**config.mk**
```make
export PLATFORM = sky130hd
export DESIGN_NAME = fhi_ram
export DESIGN_NICKNAME = d
export VERILOG_FILES = /design/src/design/fhi_ram.sv
export SDC_FILE = /design/constraint.sdc
export NUM_CORES = 2
export LEC_CHECK = 0
export BUFFER_PORTS_ARGS = -buffer_cell sky130_fd_sc_hd__buf_2
export CORE_MARGIN = 4
export CORE_UTILIZATION = 55
export DETAILED_ROUTE_END_ITERATION = 12
export HOLD_SLACK_MARGIN = 0.12
export PLACE_DENSITY_LB_ADDON = 0.2
export REMOVE_ABC_BUFFERS = 1
export SLEW_MARGIN = 10
export SYNTH_ARGS = -nofsm -noshare
export SYNTH_HDL_FRONTEND = slang
export SYNTH_SLANG_ARGS = --single-unit
```
**constraint.sdc**
```tcl
create_clock -name clk -period 3.1 [get_ports clk]
set_input_delay 0.62 -clock clk [delete_from_list [all_inputs] [get_ports clk]]
set_output_delay 0.62 -clock clk [all_outputs]
set_load 0.02 [all_outputs]
```
**src/design/fhi_ram.sv**
```systemverilog
`default_nettype none
module fhi_ram #(
    parameter int WIDTH = 8,
    parameter int DEPTH = 256
) (
    input  wire logic                     clk,
    input  wire logic                     we,
    input  wire logic [$clog2(DEPTH)-1:0] waddr,
    input  wire logic [WIDTH-1:0]         wdata,
    input  wire logic [$clog2(DEPTH)-1:0] raddr,
    output logic      [WIDTH-1:0]         rdata
);

    logic [WIDTH-1:0] mem [DEPTH];

    always_ff @(posedge clk)
    begin
        if (we)
        begin
            mem[waddr] <= wdata;
        end
        rdata <= mem[raddr];
    end

endmodule
`default_nettype wire
```
Word level (Yosys, flattened, before mapping):

Memories as Yosys holds them, arrays and structs flattened. A register that Yosys moved wholly into a read port is not among the register bits.
Cells that the tools add are included.

* RAM bits: 2048
* bits of input ports: 26
* bits in registers: 0
* logic and storage cells: 3
* output and inout bits: 8
* latch bits: 0
* memories kept: 1
* ROM bits: 0

Memories
* mem: words 256, width 8, read ports 1, clocked after memory_dff 1, wr ports 1, RTL line 14 `logic [WIDTH-1:0] mem [DEPTH];`

* $add $sub $neg: 0
* multiply operators: 0
* shift operators: 0
* bitwise operators: 0
* reductions and logical operators: 0
* mux-type cells: 2
* equal/unequal tests: 0
* div/mod/pow operators: 0
* $lt $le $gt $ge: 0

Operator list (number)
* 1-bit two-way mux: 2

Longest topological paths before layout:

* word-level depth: 2
* depth in mapped cells: 11
* depth with buffers taken out: 6

Worst setup path before layout:

No wires, ideal clock.

* kind: input to register
* from: in raddr[0]
* to: reg rdata[2], read port of mem
* stages: 9
* buffers on the path: 4
* data arrival time: 2.427 ns
* library setup time: 0.131 ns
* setup slack: 0.542 ns
* cell sequence: buf_6 buf_12 buf_8 buf_2 mux4_2 a22oi_1 a21oi_1 nor4_1 nor4_2

RTL lines
* start, declared: RTL line 10 `input wire logic [$clog2(DEPTH)-1:0] raddr,`
* end, declared: RTL line 11 `output logic [WIDTH-1:0] rdata`

==> results.md <==
- First-pass GRT wire length: approximately 290000 um
- Synth Warn #: 0
- Tmin final: ~3000 ps
- Worst slack at placement: -942 ps
- WP data arrival: approximately 3800 ps
- Vias in the first global route: about 41000
- H-Tree Depth: 4
- GRT Util Overall: between 20 and 30%
- Clock-pin slew on the worst setup and hold paths: about 60 ps
- Clock tree buffer depth: 3
- First-pass DRT Iterations: 5
- CTS sink cnt: about 2100
- Worst Clk Skew: roughly 38 ps
- Vias: 41100
- Fmax: 0.329 GHz
- Initial antenna violation count: 11
- Post-synth EDFFs: 2048
- RSZ-0062 raised after global routing: no
- Layout cells sized above 1: 31.9%
- Pin count of the biggest net entering global routing: ~110
- Worst Setup Start Kind: input pin
- Count of buffers from port buffering: 33
- Post-DP HPWL: between 100000 and 150000 um
- CP Capture Type: flop
- Cells after Synth: approximately 3700
- Required time of the worst setup path: approximately 3800 ps
- Fillcell total: around 9400
- Finished Cell Area: 93200 sq um
- Num rows: around 140
- CTS tree: built
- Clock buffer count from CTS: 201
- Worst-Skew Late Latency: between 800 and 900 ps
- Netlist Area Pre-Place: slightly below 80000 sq um
- CP Class: in -> reg
- Final wirelength: roughly 200000 um
- Fin nets: ~4400
- Leak pwr: 30.3 nW
- Fraction of registers with async set/reset: 0%
- Final-report max-slew violation count: 0
- Post-DRT Antenna Nets: 0
- Outcome: finished, final reports clean
- Area growth, synth to finish: 17.1%
- Tightest Pin Transition: 1010 ps
- Crit path max fanout: 9
- Post-synth cell types: between 50 and 60
- Max cap viols: 0
- Synthesized area per cell: between 20 and 25 sq um
- Area post-placement: slightly below 90000 sq um
- Initial Util: between 50% and 60%
- DRC marker count from the first detailed-route iteration: between 5000 and 6000
- Tot Pwr: ~57 mW
- Max transition margin: 32.1%
- Wirelength per Cell: between 30 and 40 um
- GP Congestion: approximately 0.85
- Die X: 388 um
- Ports: 34
- Count of final setup violators: 0
- Fin Setup TNS: 0 ps
- Peak supply drop: about 0.00047 V
- Die area: ~150000 sq um
- Cell Pwr Density: between 600 and 700 nW/um^2
- Die height: a little under 400 um
- Setup ws final: ~57 ps
- #FFs+latches synth: slightly above 2000
- Post-synth top flop: edfxtp_1
- Core area: roughly 140000 sq um
- Via/cell ratio: roughly 6.3
- Final Hold Viols: 0
- CTS root buffer: clkbuf_16
- Setup bufs post-CTS: 0
- Total gr overflow: 0
- Sequential area share after synthesis: between 70% and 80%
- DRC violations left: 0
- Period utilization: approximately 100%
- HP Class: in -> reg
[cell families after synthesis]
kind of cell	synth area share [%]
flops	77.5
mux	14.6
simple gates	2.63
compound gates	3.42
buf+inv	1.83
[cell usage after synthesis (10+ instances only)]
master    number  area, sq um
clkbuf_1     111          417
buf_8         13          195
a21oi_1       96          480
a22oi_1      133          998
mux4_2       454        10200
nor4_1        24          150
nor2_1       282         1060
nor2b_1       31          194
a221oi_1      13          114
o211ai_1      10         75.1
o22ai_1       28          175
buf_4         27          203
o221ai_1      46          403
nand2_1       33          124
nor3_1        22          110
nand4_1       10         62.6
o21ai_0       10         50.1
edfxtp_1    2048        61500
buf_1         22         82.6
buf_6         21          236
a211oi_1      16          120
nand3_1       34          170
mux2i_1      134         1340
buf_2         31          155
[state kept, by name, indices dropped and copies added (netlist names)]
signal,flops
mem,2048
rdata,8
[layout by cell type (no fill, tap or decap), drive strengths merged, types with 31 or more instances in the layout]
| cell | count |
|---|---|
| nor2b | 31 |
| a22oi | 133 |
| buf | 707 |
| nand3 | 34 |
| a21oi | 96 |
| o221ai | 47 |
| clkbuf | 243 |
| nand2 | 33 |
| nor2 | 282 |
| mux4 | 456 |
| clkinv | 101 |
| mux2i | 134 |
| edfxtp | 2048 |
[path summary, 6_finish.rpt]
check / from / to / slack (ps) / cells past startpoint
max: raddr[0] / rdata[2]$_DFF_P_ / 60 / 11
min: wdata[0] / mem[80][0]$_DFFE_PP_ / 220 / 1
max reg2reg: mem[67][2]$_DFFE_PP_ / rdata[2]$_DFF_P_ / 290 / 6
min reg2reg: mem[46][6]$_DFFE_PP_ / rdata[6]$_DFF_P_ / 1110 / 6
[report_power, final]
group          internal [mW]  switching, mW
combinational           1.28           1.90
clock                   13.3           10.2
sequential              30.6         0.0619
total                   45.2           12.2
[routing by layer]
| metal | vias up | part of all wire [%] | wire (um) | GRT usage [%] |
|---|---|---|---|---|
| met1 | 21600 | 39 | 77900 | 38.1 |
| li1 | 17100 | - | - | - |
| met4 | 4 | 3.0 | 6020 | 8.33 |
| met2 | 2059 | 49 | 97500 | 42.6 |
| met3 | 332 | 9.0 | 17800 | 5.52 |
| met5 | - | 0.012 | 23 | 0 |
[per-stage QoR]
stage          std cells  util (%)  hold slack (ps)
6_report            6487      64.9              218
3_5_place_dp        6110      60.4             1070
5_1_grt             6480      64.9              175
3_3_place_gp        6110      60.4             1050
2_1_floorplan       3500         -              719
4_1_cts             6480      64.9              159
[worst max-delay path, cell delays in order]
cell,delay [ps]
buf_8,140
buf_12,180
buf_4,220
buf_4,200
mux4_2,510
nor2b_1,150
a211oi_1,440
nor3_1,120
nor4_1,870
buf_4,240
nor4_2,40
[final cells by class]
| type | count | area, sq um | share of cell area, % |
|---|---|---|---|
| diodes | 7 | 17.5 | 0.0188 |
| clock buffers | 243 | 5250 | 5.64 |
| clock inverters | 127 | 1110 | 1.19 |
| inverters | 2 | 7.51 | 0.00806 |
| multi-input cells | 1442 | 16500 | 17.7 |
| flip-flops and latches | 2056 | 61700 | 66.2 |
| well taps | 1903 | 2380 | 2.56 |
| repair buffers | 707 | 6270 | 6.72 |
[repair_timing]
action	CTS	global route
resized for setup	1	0
hold buffers	0	0
setup endpoints to repair	1	0
No activity file was read; power rests on OpenSTA's default activity.
